### config.mk
export PLATFORM = sky130hd
export DESIGN_NAME = byte_pattern_matcher_core
export DESIGN_NICKNAME = d
export VERILOG_FILES = /design/src/rtl/bpm_pkg.sv /design/src/rtl/bpm_cell.sv /design/src/rtl/bpm_out_skid.sv /design/src/rtl/byte_pattern_matcher_core.sv
export VERILOG_INCLUDE_DIRS = /design/src /design/src/rtl
export SDC_FILE = /design/constraint.sdc
export NUM_CORES = 1
export LEC_CHECK = 0
export BUFFER_PORTS_ARGS = -buffer_cell sky130_fd_sc_hd__clkbuf_2
export CORE_ASPECT_RATIO = 1.25
export CORE_UTILIZATION = 45
export DETAILED_ROUTE_END_ITERATION = 12
export HOLD_SLACK_MARGIN = 0.08
export PLACE_DENSITY_LB_ADDON = 0.12
export REMOVE_ABC_BUFFERS = 1
export SLEW_MARGIN = 20
export SYNTH_ARGS = -nofsm -noshare
export SYNTH_HDL_FRONTEND = slang
export SYNTH_SLANG_ARGS = --single-unit
### constraint.sdc
create_clock -name clock -period 15.1 [get_ports clock]
set_clock_uncertainty 0.1 [all_clocks]
set_input_delay 1.51 -clock clock [delete_from_list [all_inputs] [get_ports clock]]
set_output_delay 1.51 -clock clock [all_outputs]
set_load 0.1 [all_outputs]
### src/rtl/assert_macros.svh
// Assertion macros for the RTL of the byte pattern matcher, included by byte_pattern_matcher_core.
// Every macro samples on the rising edge of clock and is disabled while reset is high.
`ifndef ASSERT_MACROS_SVH
`define ASSERT_MACROS_SVH

// Check that an implication holds at every clock edge outside reset.
`define ASSERT_PROP(label, prop, msg) \
   label: assert property (@(posedge clock) disable iff (reset) (prop)) else $error(msg);

// Check that a condition holds at every clock edge outside reset.
`define ASSERT_ALWAYS(label, cond, msg) \
   label: assert property (@(posedge clock) disable iff (reset) (cond)) else $error(msg);

`endif

### src/rtl/bpm_pkg.sv
// Package for the byte pattern matcher: field widths, opcodes and the cell control bundle.
// Used by bpm_cell, bpm_out_skid and byte_pattern_matcher_core. No dependencies.
`timescale 1ns / 1ps
`default_nettype none

package bpm_pkg;

   // Defaults for the top level parameters
   localparam int PATTERN_MAX_DEFAULT = 64;
   localparam int OFFSET_BITS_DEFAULT = 32;

   // Fixed widths of the request, response and register fields
   localparam int OPCODE_W = 2;
   localparam int INDEX_W  = 6;
   localparam int BYTE_W   = 8;
   localparam int LEN_W    = 7;
   localparam int RESULT_W = 32;

   // Request opcodes; the remaining code is ignored
   typedef enum logic [OPCODE_W-1:0] {
      OP_LOAD    = 2'd0,
      OP_SCAN    = 2'd1,
      OP_RESTART = 2'd2
   } opcode_type;

   // Broadcast from the top level to every cell of the chain
   typedef struct packed {
      logic               scan;      // stream byte accepted this cycle
      logic               load;      // pattern byte accepted this cycle
      logic               restart;   // restart accepted this cycle
      logic [INDEX_W-1:0] index;     // pattern position for a load
      logic [BYTE_W-1:0]  data_byte; // pattern byte or stream byte
      logic [LEN_W-1:0]   length;    // pattern length in use
   } cell_ctrl_type;

endpackage

`default_nettype wire

### src/rtl/bpm_cell.sv
// One position of the shift-and chain: a pattern byte and its partial-match bit.
// Depends on bpm_pkg for the control bundle and field widths.
`timescale 1ns / 1ps
`default_nettype none

module bpm_cell
   import bpm_pkg::*;
#(
   parameter int CELL_INDEX = 0
) (
   input  wire logic          clock,
   input  wire logic          reset,
   input  wire cell_ctrl_type ctrl,
   input  wire logic          match_in,
   output logic               match_out,
   output logic               hit
);

   logic [BYTE_W-1:0] pattern_ff;
   logic              match_ff;
   logic              match_in_next;
   logic              cell_used;
   logic              cell_last;
   logic              byte_equal;
   logic              write_here;

   // Position state relative to the current length
   assign cell_used  = (32'(ctrl.length) > 32'(CELL_INDEX));
   assign cell_last  = (32'(ctrl.length) == 32'(CELL_INDEX + 1));
   assign byte_equal = (pattern_ff == ctrl.data_byte);
   assign write_here = ctrl.load && (32'(ctrl.index) == 32'(CELL_INDEX));

   // Shift the neighbor's bit in and keep it only on a byte match in a used cell; restart clears it
   always_comb begin
      match_in_next = match_ff;
      if (ctrl.restart) begin
         match_in_next = 1'b0;
      end else if (ctrl.scan) begin
         match_in_next = match_in && cell_used && byte_equal;
      end
   end

   // Hold the partial-match bit
   always_ff @(posedge clock) begin
      if (reset) begin
         match_ff <= 1'b0;
      end else begin
         match_ff <= match_in_next;
      end
   end

   // Load the pattern byte
   always_ff @(posedge clock) begin
      if (write_here) begin
         pattern_ff <= ctrl.data_byte;
      end
   end

   assign match_out = match_ff;
   assign hit       = ctrl.scan && cell_last && match_in_next;

endmodule

`default_nettype wire

### src/rtl/bpm_out_skid.sv
// Two-entry response buffer: an output register and a skid register behind it.
// Depends on bpm_pkg for the response width.
`timescale 1ns / 1ps
`default_nettype none

module bpm_out_skid
   import bpm_pkg::*;
(
   input  wire logic                clock,
   input  wire logic                reset,
   input  wire logic                push,
   input  wire logic [RESULT_W-1:0] push_start,
   input  wire logic [RESULT_W-1:0] push_count,
   output logic                     full,
   output logic                     rsp_valid,
   input  wire logic                rsp_stall,
   output logic [RESULT_W-1:0]      rsp_match_start,
   output logic [RESULT_W-1:0]      rsp_match_count
);

   logic                out_valid_ff;
   logic                out_valid_in;
   logic [RESULT_W-1:0] out_start_ff;
   logic [RESULT_W-1:0] out_start_in;
   logic [RESULT_W-1:0] out_count_ff;
   logic [RESULT_W-1:0] out_count_in;
   logic                skid_valid_ff;
   logic                skid_valid_in;
   logic [RESULT_W-1:0] skid_start_ff;
   logic [RESULT_W-1:0] skid_start_in;
   logic [RESULT_W-1:0] skid_count_ff;
   logic [RESULT_W-1:0] skid_count_in;
   logic                pop;

   assign pop = out_valid_ff && !rsp_stall;

   // Advance the skid entry or a new response into the output register, or park a new response in the skid
   always_comb begin
      out_valid_in  = out_valid_ff;
      out_start_in  = out_start_ff;
      out_count_in  = out_count_ff;
      skid_valid_in = skid_valid_ff;
      skid_start_in = skid_start_ff;
      skid_count_in = skid_count_ff;
      if (pop || !out_valid_ff) begin
         if (skid_valid_ff) begin
            out_valid_in  = 1'b1;
            out_start_in  = skid_start_ff;
            out_count_in  = skid_count_ff;
            skid_valid_in = push;
            skid_start_in = push_start;
            skid_count_in = push_count;
         end else begin
            out_valid_in = push;
            out_start_in = push_start;
            out_count_in = push_count;
         end
      end else if (push) begin
         skid_valid_in = 1'b1;
         skid_start_in = push_start;
         skid_count_in = push_count;
      end
   end

   // Hold the valid flags
   always_ff @(posedge clock) begin
      if (reset) begin
         out_valid_ff  <= 1'b0;
         skid_valid_ff <= 1'b0;
      end else begin
         out_valid_ff  <= out_valid_in;
         skid_valid_ff <= skid_valid_in;
      end
   end

   // Hold the payload
   always_ff @(posedge clock) begin
      out_start_ff  <= out_start_in;
      out_count_ff  <= out_count_in;
      skid_start_ff <= skid_start_in;
      skid_count_ff <= skid_count_in;
   end

   assign full            = skid_valid_ff;
   assign rsp_valid       = out_valid_ff;
   assign rsp_match_start = out_start_ff;
   assign rsp_match_count = out_count_ff;

endmodule

`default_nettype wire

### src/rtl/byte_pattern_matcher_core.sv
// Byte pattern matcher: takes one request per cycle while req_stall is low and reports
// every occurrence of the loaded pattern in the byte stream, overlapping ones included.
// Each request is done in the cycle it is accepted: a row of PATTERN_MAX cells updates all
// partial-match bits at once, and a response is registered for the byte that completes a
// match. Responses pass through a two-entry buffer; req_stall rises only
// when both entries are held by a stalled response side. Load pattern bytes and write
// csr_wr_data (the length, 0 ignored, saturated to PATTERN_MAX) before scanning; positions
// below the length must have been loaded. match_start is the offset of the first byte of
// the occurrence, counted modulo 2^OFFSET_BITS since the last restart.
// Depends on bpm_pkg, bpm_cell, bpm_out_skid and assert_macros.svh.
`timescale 1ns / 1ps
`default_nettype none

`include "assert_macros.svh"

module byte_pattern_matcher_core
   import bpm_pkg::*;
#(
   parameter int PATTERN_MAX = PATTERN_MAX_DEFAULT,
   parameter int OFFSET_BITS = OFFSET_BITS_DEFAULT
) (
   input  wire logic                clock,
   input  wire logic                reset,
   // request channel
   input  wire logic                req_valid,
   output logic                     req_stall,
   input  wire logic [OPCODE_W-1:0] req_opcode,
   input  wire logic [INDEX_W-1:0]  req_pattern_index,
   input  wire logic [BYTE_W-1:0]   req_data_byte,
   // response channel
   output logic                     rsp_valid,
   input  wire logic                rsp_stall,
   output logic [RESULT_W-1:0]      rsp_match_start,
   output logic [RESULT_W-1:0]      rsp_match_count,
   // length register
   input  wire logic                csr_wr_en,
   input  wire logic [LEN_W-1:0]    csr_wr_data
);

   logic                          req_accept;
   cell_ctrl_type                 ctrl;
   logic [LEN_W-1:0]              length_ff;
   logic [LEN_W-1:0]              length_in;
   logic [OFFSET_BITS-1:0]        offset_ff;
   logic [OFFSET_BITS-1:0]        offset_in;
   logic [RESULT_W-1:0]           count_ff;
   logic [RESULT_W-1:0]           count_in;
   logic [PATTERN_MAX:0]          chain;
   logic [PATTERN_MAX-1:0]        hit_vec;
   logic                          any_hit;
   logic [LEN_W-1:0]              last_pos;
   logic [OFFSET_BITS-1:0]        start_full;
   logic [OFFSET_BITS+RESULT_W-1:0] start_ext;
   logic                          skid_full;

   assign req_accept = req_valid && !req_stall;

   // Broadcast the accepted request to the cells
   always_comb begin
      ctrl.scan      = req_accept && (req_opcode == OP_SCAN);
      ctrl.load      = req_accept && (req_opcode == OP_LOAD);
      ctrl.restart   = req_accept && (req_opcode == OP_RESTART);
      ctrl.index     = req_pattern_index;
      ctrl.data_byte = req_data_byte;
      ctrl.length    = length_ff;
   end

   // Chain of cells, bit zero fed with a constant one
   assign chain[0] = 1'b1;

   for (genvar g = 0; g < PATTERN_MAX; g++) begin : g_cell
      bpm_cell #(
         .CELL_INDEX (g)
      ) u_cell (
         .clock     (clock),
         .reset     (reset),
         .ctrl      (ctrl),
         .match_in  (chain[g]),
         .match_out (chain[g+1]),
         .hit       (hit_vec[g])
      );
   end

   assign any_hit = |hit_vec;

   // Start offset of the occurrence ending at the current byte
   assign last_pos   = length_ff - LEN_W'(1);
   assign start_full = offset_ff - {{(OFFSET_BITS-LEN_W){1'b0}}, last_pos};
   assign start_ext  = {{RESULT_W{1'b0}}, start_full};

   // Length register: drop zero, saturate to the cell count
   always_comb begin
      length_in = length_ff;
      if (csr_wr_en && (csr_wr_data != '0)) begin
         if (32'(csr_wr_data) > 32'(PATTERN_MAX)) begin
            length_in = LEN_W'(PATTERN_MAX);
         end else begin
            length_in = csr_wr_data;
         end
      end
   end

   // Advance the stream offset and the match count, or clear both on a restart
   always_comb begin
      offset_in = offset_ff;
      count_in  = count_ff;
      if (ctrl.restart) begin
         offset_in = '0;
         count_in  = '0;
      end else if (ctrl.scan) begin
         offset_in = offset_ff + OFFSET_BITS'(1);
         if (any_hit) begin
            count_in = count_ff + RESULT_W'(1);
         end
      end
   end

   always_ff @(posedge clock) begin
      if (reset) begin
         length_ff <= LEN_W'(1);
         offset_ff <= '0;
         count_ff  <= '0;
      end else begin
         length_ff <= length_in;
         offset_ff <= offset_in;
         count_ff  <= count_in;
      end
   end

   // Response buffer
   bpm_out_skid u_out_skid (
      .clock           (clock),
      .reset           (reset),
      .push            (any_hit),
      .push_start      (start_ext[RESULT_W-1:0]),
      .push_count      (count_in),
      .full            (skid_full),
      .rsp_valid       (rsp_valid),
      .rsp_stall       (rsp_stall),
      .rsp_match_start (rsp_match_start),
      .rsp_match_count (rsp_match_count)
   );

   assign req_stall = skid_full;

   // Checks
   `ASSERT_ALWAYS(a_single_last_cell, $onehot0(hit_vec), "more than one cell reports a match")
   `ASSERT_PROP(a_hit_gives_response, any_hit |=> rsp_valid, "match lost before the output")
   `ASSERT_PROP(a_stall_means_pending, req_stall |-> rsp_valid, "stall without a waiting response")
   `ASSERT_PROP(a_restart, ctrl.restart |=> ({offset_ff, count_ff} == '0), "restart did not clear")

endmodule

`default_nettype wire

==> results.md, run 1 <==
* Worst reg2reg path startpoint: length_ff[4]
* Area of the mapped netlist at 35130 um2
* GRT Overall Usage at 0.2456
* Hold Crit Class: register to register
* Area of the die at 79210 um2
* Post-synth top cells: edfxtp_1 (640), xnor2_1 (437), nor2_1 (236), nand2_1 (162), xor2_1 (158)
* Critical path type: input pin to register
* Count leader, synth: edfxtp_1
* Top post-synthesis cells by area: edfxtp_1 (55%), xnor2_1 (11%), dfxtp_1 (7.7%)
* Run status: finished, final reports clean
* DRC violations left at 0
* Area growth from synthesis to layout at 11.17%
* Warning count from the yosys run at 0
* RSZ-0062 raised after global routing: no
* FP Rows at 114
* Leak at 12.44 nW
* Crit-path most repeated cell: buf_4
* Core area at 77310 um2
* Reg2reg setup slack at 9.06 ns
* Setup violators final at 0
* Place WS at 7.945 ns
* Critical Path RT at 15.25 ns
* Worst R2R Path Depth at 11
* CP max stage delay at 0.75 ns
* GRT overflow at 0
* CTS buffer count at 80
* Max_cap viols at 0
* GP Congestion at 0.9879
* Clock-pin transition on the worst setup and hold timing paths at 0.06 ns
* Port Buffers at 93
* Largest net degree at the start of global routing at 69
* Hold EP: g_cell[42].u_cell.match_out
* Die Y at 314.4 um
* CTS tree: done
* Vias in the first global route at 22040
* First DRT Iteration DRCs at 1838
* Worst Tran Pin Value at 1.177 ns
* Max_slew headroom at 0.2082
* Fin util at 0.5052
* First-pass GRT wire length at 145000 um
* PnR worst setup slack at 8.572 ns
* Mapped Cells at 2745
* Slowest-stage cell, CP: buf_4
* Period Utilization, post-route at 0.4323
* Capture point of the worst reg-to-reg path: u_out_skid.skid_start_ff[14]
* NumNets Final at 2849
* Crit path launch type: input pin
* Initial DRT Pass Iterations at 6
* Antenna-violating nets left at 0
* Synth area leader: edfxtp_1
* Clock Latency Late Sink at 0.65 ns
* Power Total at 4.674 mW
* Via count at 22320
* Routed WL at 97070 um
* Share of layout cells above drive strength 1 at 0.1139
* Sink Count at 776
* Setup TNS at 0 ns
* Routed len/inst at 24.79 um
* Fin. max-slew vios at 0
* Post-synth EDFFs at 640
* Root Driver: clkbuf_16
* H-tree depth at 3
* Async set-reset flop share out of synthesis at 0
* PD cells at 119.7 nW/um2
* Die W at 251.9 um
* Initial core utilization at 0.4545
* Max FO, Critical Path at 64
* F_max at 153.2 MHz
* Hold Fails Final Rpt at 0
* # Post-CTS Setup Buffers at 0
* Predominant post-synthesis flop cell: edfxtp_1
* Seq/Total Area, Yosys at 0.6245
* Initial antenna violation count at 0
* Hold Path Origin: g_cell[42].u_cell.match_out
* Seq cells post-synth at 776
* DP HPWL at 62070 um
* Hold path cells at 2
* IO Pins at 94
* Top-area cell type share of the netlist area at 0.5470
* Peak VDD IR at 79.53 uV
* CTS max path bufs at 3
* Cell variety after synth at 85
* CP cell instances: buf_6 > buf_4 > buf_4 > xnor2_1 > nand4_1 > nor3_1 > a22oi_1 > o32ai_1 > nor4_4 > a31oi_4 > nor2_4 > a31oi_4 > buf_4
* Crit. End Element: register
* Critical path arrival at 6.68 ns
* CTS resizes at 0
* Syn avg cell area at 12.80 um2
* Via density at 5.700
* Tmin final at 6.528 ns
* Post-CTS Hold Fix Bufs at 0
==> state kept, by name (all words and copies together), names as in the netlist <==
name                        cells
count_ff                       32
g_cell.u_cell.match_out        63
g_cell.u_cell.pattern_ff      512
length_ff                       7
offset_ff                      32
u_out_skid.full                 1
u_out_skid.rsp_match_count     32
u_out_skid.rsp_match_start     32
u_out_skid.rsp_valid            1
u_out_skid.skid_count_ff       32
u_out_skid.skid_start_ff       32
==> cells in the final DEF (no fill, tap or decap), types with 25 or more instances in the layout <==
cell type | Yosys | routed
o21ai_1 | 25 | 25
mux2_2 | 30 | 30
nand2_1 | 162 | 160
buf_4 | 49 | 46
o21ai_0 | 41 | 41
edfxtp_1 | 640 | 640
a21oi_1 | 68 | 68
nand4_1 | 89 | 89
clkbuf_2 | 0 | 85
xor2_1 | 158 | 158
nor3_1 | 48 | 48
nand3_1 | 93 | 93
clkbuf_16 | 0 | 84
nor2_1 | 236 | 235
nor4_1 | 59 | 58
xnor2_1 | 437 | 437
dfxtp_1 | 136 | 136
==> power by group <==
group	switching (mW)	internal (mW)	leakage, nW
registers	0.00450	2.33	7.02
clock network	0.828	1.13	1.25
logic	0.283	0.0936	4.16
total	1.12	3.56	12.4
==> per-stage QoR <==
stage               cell area, um2  std cells  hold slack, ns
finish                       39060       3916          0.3604
global route                 39060       3915          0.3993
CTS                          39030       3915          0.3627
detailed placement           36450       3768          0.3488
global placement             36450       3768          0.3421
floorplan                    34240       2585          0.3247
==> kinds of logic after synthesis <==
kind of cell	count (synthesis)	share of synthesized area
adders and majority gates	15	0.005555
xor gates and xnor gates	595	0.1483
AOI/OAI and AO/OA	296	0.06043
muxes	31	0.009900
and+or+nand+nor	852	0.1238
buffers and inverters	180	0.02749
DFF	776	0.6245
==> layout make-up <==
cell class              count  area (um2)
fillers                  6811       38250
flip-flops and latches    776       21940
multi-input cells        1789       12290
clock buffers             112        2267
well taps                1044        1306
repair buffers            139       860.8
clock inverters            35       314.1
inverters                  20       75.07
diodes                      1       2.502
==> metal layers <==
| layer | global-route usage | share of wire |
|---|---|---|
| met1 | 0.3160 | 0.41 |
| met2 | 0.4027 | 0.48 |
| met3 | 0.03456 | 0.059 |
| met4 | 0.1304 | 0.053 |
| met5 | 0 | 0 |
==> worst max-delay path by stage <==
stage	to	slack [ns]	start
floorplan	u_out_skid.skid_count_ff[0]	5.98	u_out_skid.full
global placement	u_out_skid.skid_start_ff[11]	7.72	req_data_byte[4]
detailed placement	u_out_skid.skid_start_ff[13]	7.95	req_data_byte[7]
CTS	u_out_skid.skid_start_ff[14]	8.61	req_data_byte[7]
global route	u_out_skid.skid_start_ff[14]	8.32	req_data_byte[7]
finish	u_out_skid.skid_start_ff[14]	8.57	req_data_byte[3]
==> worst max-delay path: cells and delay by family <==
kind / cells / cell delay (ns)
buf+inv: 4 / 2.35
compound gates: 4 / 1.64
simple gates: 4 / 0.74
xor+xnor: 1 / 0.20
Power figures use the tool's default switching activity.
==> run 2: changes to the inputs <==
clock period = 6.8 ns   (was 15.1 ns; I/O delays follow)
==> run 2 against run 1 <==
First-iteration DRC count shrank 18%; largest power group unchanged; global-route usage up 0.67 points; largest cell class unchanged; hold slack worse by 0.12 ns; critical path depth down 2.
==> results.md, run 2 (synthesized netlist as in run 1, its figures left out) <==
* Initial core utilization at 0.4545 (unchanged)
* Clk pwr share at 0.425 (+0.005)
* Net Switching at 2.473 mW (+120%)
* Hold Crit Class: input pin to register
* DP HPWL at 67860 um (+9.3%)
* RSZ-0062 raised after global routing: no
* Final Non-Filler Cells at 3940 (+0.61%)
* Root Driver: clkbuf_16
* Antenna-violating nets left at 0 (unchanged)
* Area of the die at 79210 um2 (unchanged)
* Leak at 12.65 nW (+1.7%)
* Max FO, Critical Path at 64 (unchanged)
* Routed len/inst at 25.22 um (+1.7%)
* H-tree depth at 3 (unchanged)
* IO Pins at 94 (unchanged)
* Critical path type: register to register
* Vias in the first global route at 22090 (+0.21%)
* PD cells at 266.2 nW/um2 (+120%)
* Area growth from synthesis to layout at 12.30%
* CTS resizes at 0 (unchanged)
* Power Total at 10.50 mW (+120%)
* Routed WL at 99360 um (+2.4%)
* PnR worst setup slack at 1.079 ns (-7.493 ns)
* Post-CTS Hold Fix Bufs at 0 (unchanged)
* Run status: finished, final reports clean
* # Post-CTS Setup Buffers at 0 (unchanged)
* Largest net degree at the start of global routing at 66 (-4.3%)
* Post-Place Cells at 3791 (+0.61%)
* F_max at 174.8 MHz
* Die W at 251.9 um (unchanged)
* Clock-pin transition on the worst setup and hold timing paths at 0.06 ns (about the same)
* GRT Overall Usage at 0.2523 (+0.006664)
* Initial antenna violation count at 4 (+4)
* Initial DRT Pass Iterations at 5 (-1)
* Setup violators final at 0 (unchanged)
* Via count at 22100 (-0.99%)
* Worst Tran Pin Value at 1.088 ns (-0.08849 ns)
* First DRT Iteration DRCs at 1503 (-18%)
* Setup TNS at 0 ns (unchanged)
* Most common cell after layout, fill and taps aside: edfxtp_1
* First-pass GRT wire length at 147700 um (+1.9%)
* GP Congestion at 1.028 (+4.0%)
* Comb pwr share at 0.080 (about the same)
* Switch share at 0.2355 (-0.003156)
* Port Buffers at 93 (unchanged)
* FP Rows at 114 (unchanged)
* Critical path arrival at 5.96 ns (-0.72 ns)
* Int Pwr at 8.029 mW (+130%)
* GRT overflow at 0 (unchanged)
* Core area at 77310 um2 (unchanged)
* Top reg by flops: g_cell.u_cell.pattern_ff
* Place WS at 1.306 ns (-6.639 ns)
* CTS tree: done
* Hold Fails Final Rpt at 0 (unchanged)
* CTS buffer count at 80 (unchanged)
* Die Y at 314.4 um (unchanged)
* NumNets Final at 2872 (+0.81%)
* Reg2reg setup slack at 1.08 ns (-7.98 ns)
* Max_slew headroom at 0.2734 (+0.06524)
* Via density at 5.609 (-1.6%)
* Max_cap viols at 0 (unchanged)
* Sequential power share at 0.495 (-0.005)
* Period Utilization, post-route at 0.8413
* Sink Count at 776 (unchanged)
* Share of layout cells above drive strength 1 at 0.1209 (+0.007042)
* DRC violations left at 0 (unchanged)
* Peak VDD IR at 255.8 uV (+220%)
* Dpl cell area at 36800 um2 (+0.95%)
* Post-route cell area at 39460 um2 (+1.0%)
* Clock Latency Late Sink at 0.66 ns (about the same)
* Tmin final at 5.721 ns
* CTS max path bufs at 3 (unchanged)
* Hold_ws at 0.2448 ns (-0.1156 ns)
* Commonest non-fill, non-tap cells in the layout: edfxtp_1 (640), xnor2_1 (437), nor2_1 (235)
* Fin. max-slew vios at 0 (unchanged)
* Crit path launch type: register
* Critical Path RT at 7.04 ns (-8.21 ns)
* Fin util at 0.5104 (+0.005146)
* Max reg flops at 512 (unchanged)
* Crit. End Element: register
==> run 2: worst paths after layout <==
check                                            startpoint                           end  depth (start not counted)
worst max-delay path                           length_ff[0]  u_out_skid.skid_start_ff[10]                         11
worst min-delay path                         csr_wr_data[6]                  length_ff[6]                          3
worst max register to register                 length_ff[0]  u_out_skid.skid_start_ff[10]                         11
worst min register to register  g_cell[22].u_cell.match_out   g_cell[22].u_cell.match_out                          2
==> run 2: power groups by stage <==
stage                     sequential [mW]  combinational (mW)  clock, mW
after floorplan                      5.49               0.288          0
after detailed placement             5.30               0.850          0
after CTS                            5.20               0.853       4.56
after global placement               5.30               0.843          0
final                                5.20               0.845       4.46
after global routing                 5.20               0.894       4.73
==> run 2: layout make-up <==
class | instances | area [um2]
fillers | 6634 | 37850
flip-flops and latches | 776 | 21940
multi-input cells | 1789 | 12280
clock buffers | 108 | 2211
well taps | 1044 | 1306
repair buffers | 162 | 1209
clock inverters | 39 | 435.4
inverters | 20 | 75.07
diodes | 2 | 5.005
==> run 2: worst max-delay path, cell delays in order (launching register included) <==
cell	delay (ns)
dfxtp_1	0.90
ha_1	0.62
nand4bb_1	0.71
nor2_1	0.39
nor3_1	0.13
nand4_1	0.21
o2111ai_1	0.20
a2111oi_2	0.57
a31oi_4	0.37
nor2_4	0.72
a31oi_4	0.16
buf_12	0.24
==> run 2: metal layers <==
layer,track usage,vias up,share of wire
met5,0,-,0.00048
met4,0.1034,6,0.038
met3,0.03340,157,0.047
met2,0.4341,696,0.50
met1,0.3203,11060,0.41
li1,-,10180,-
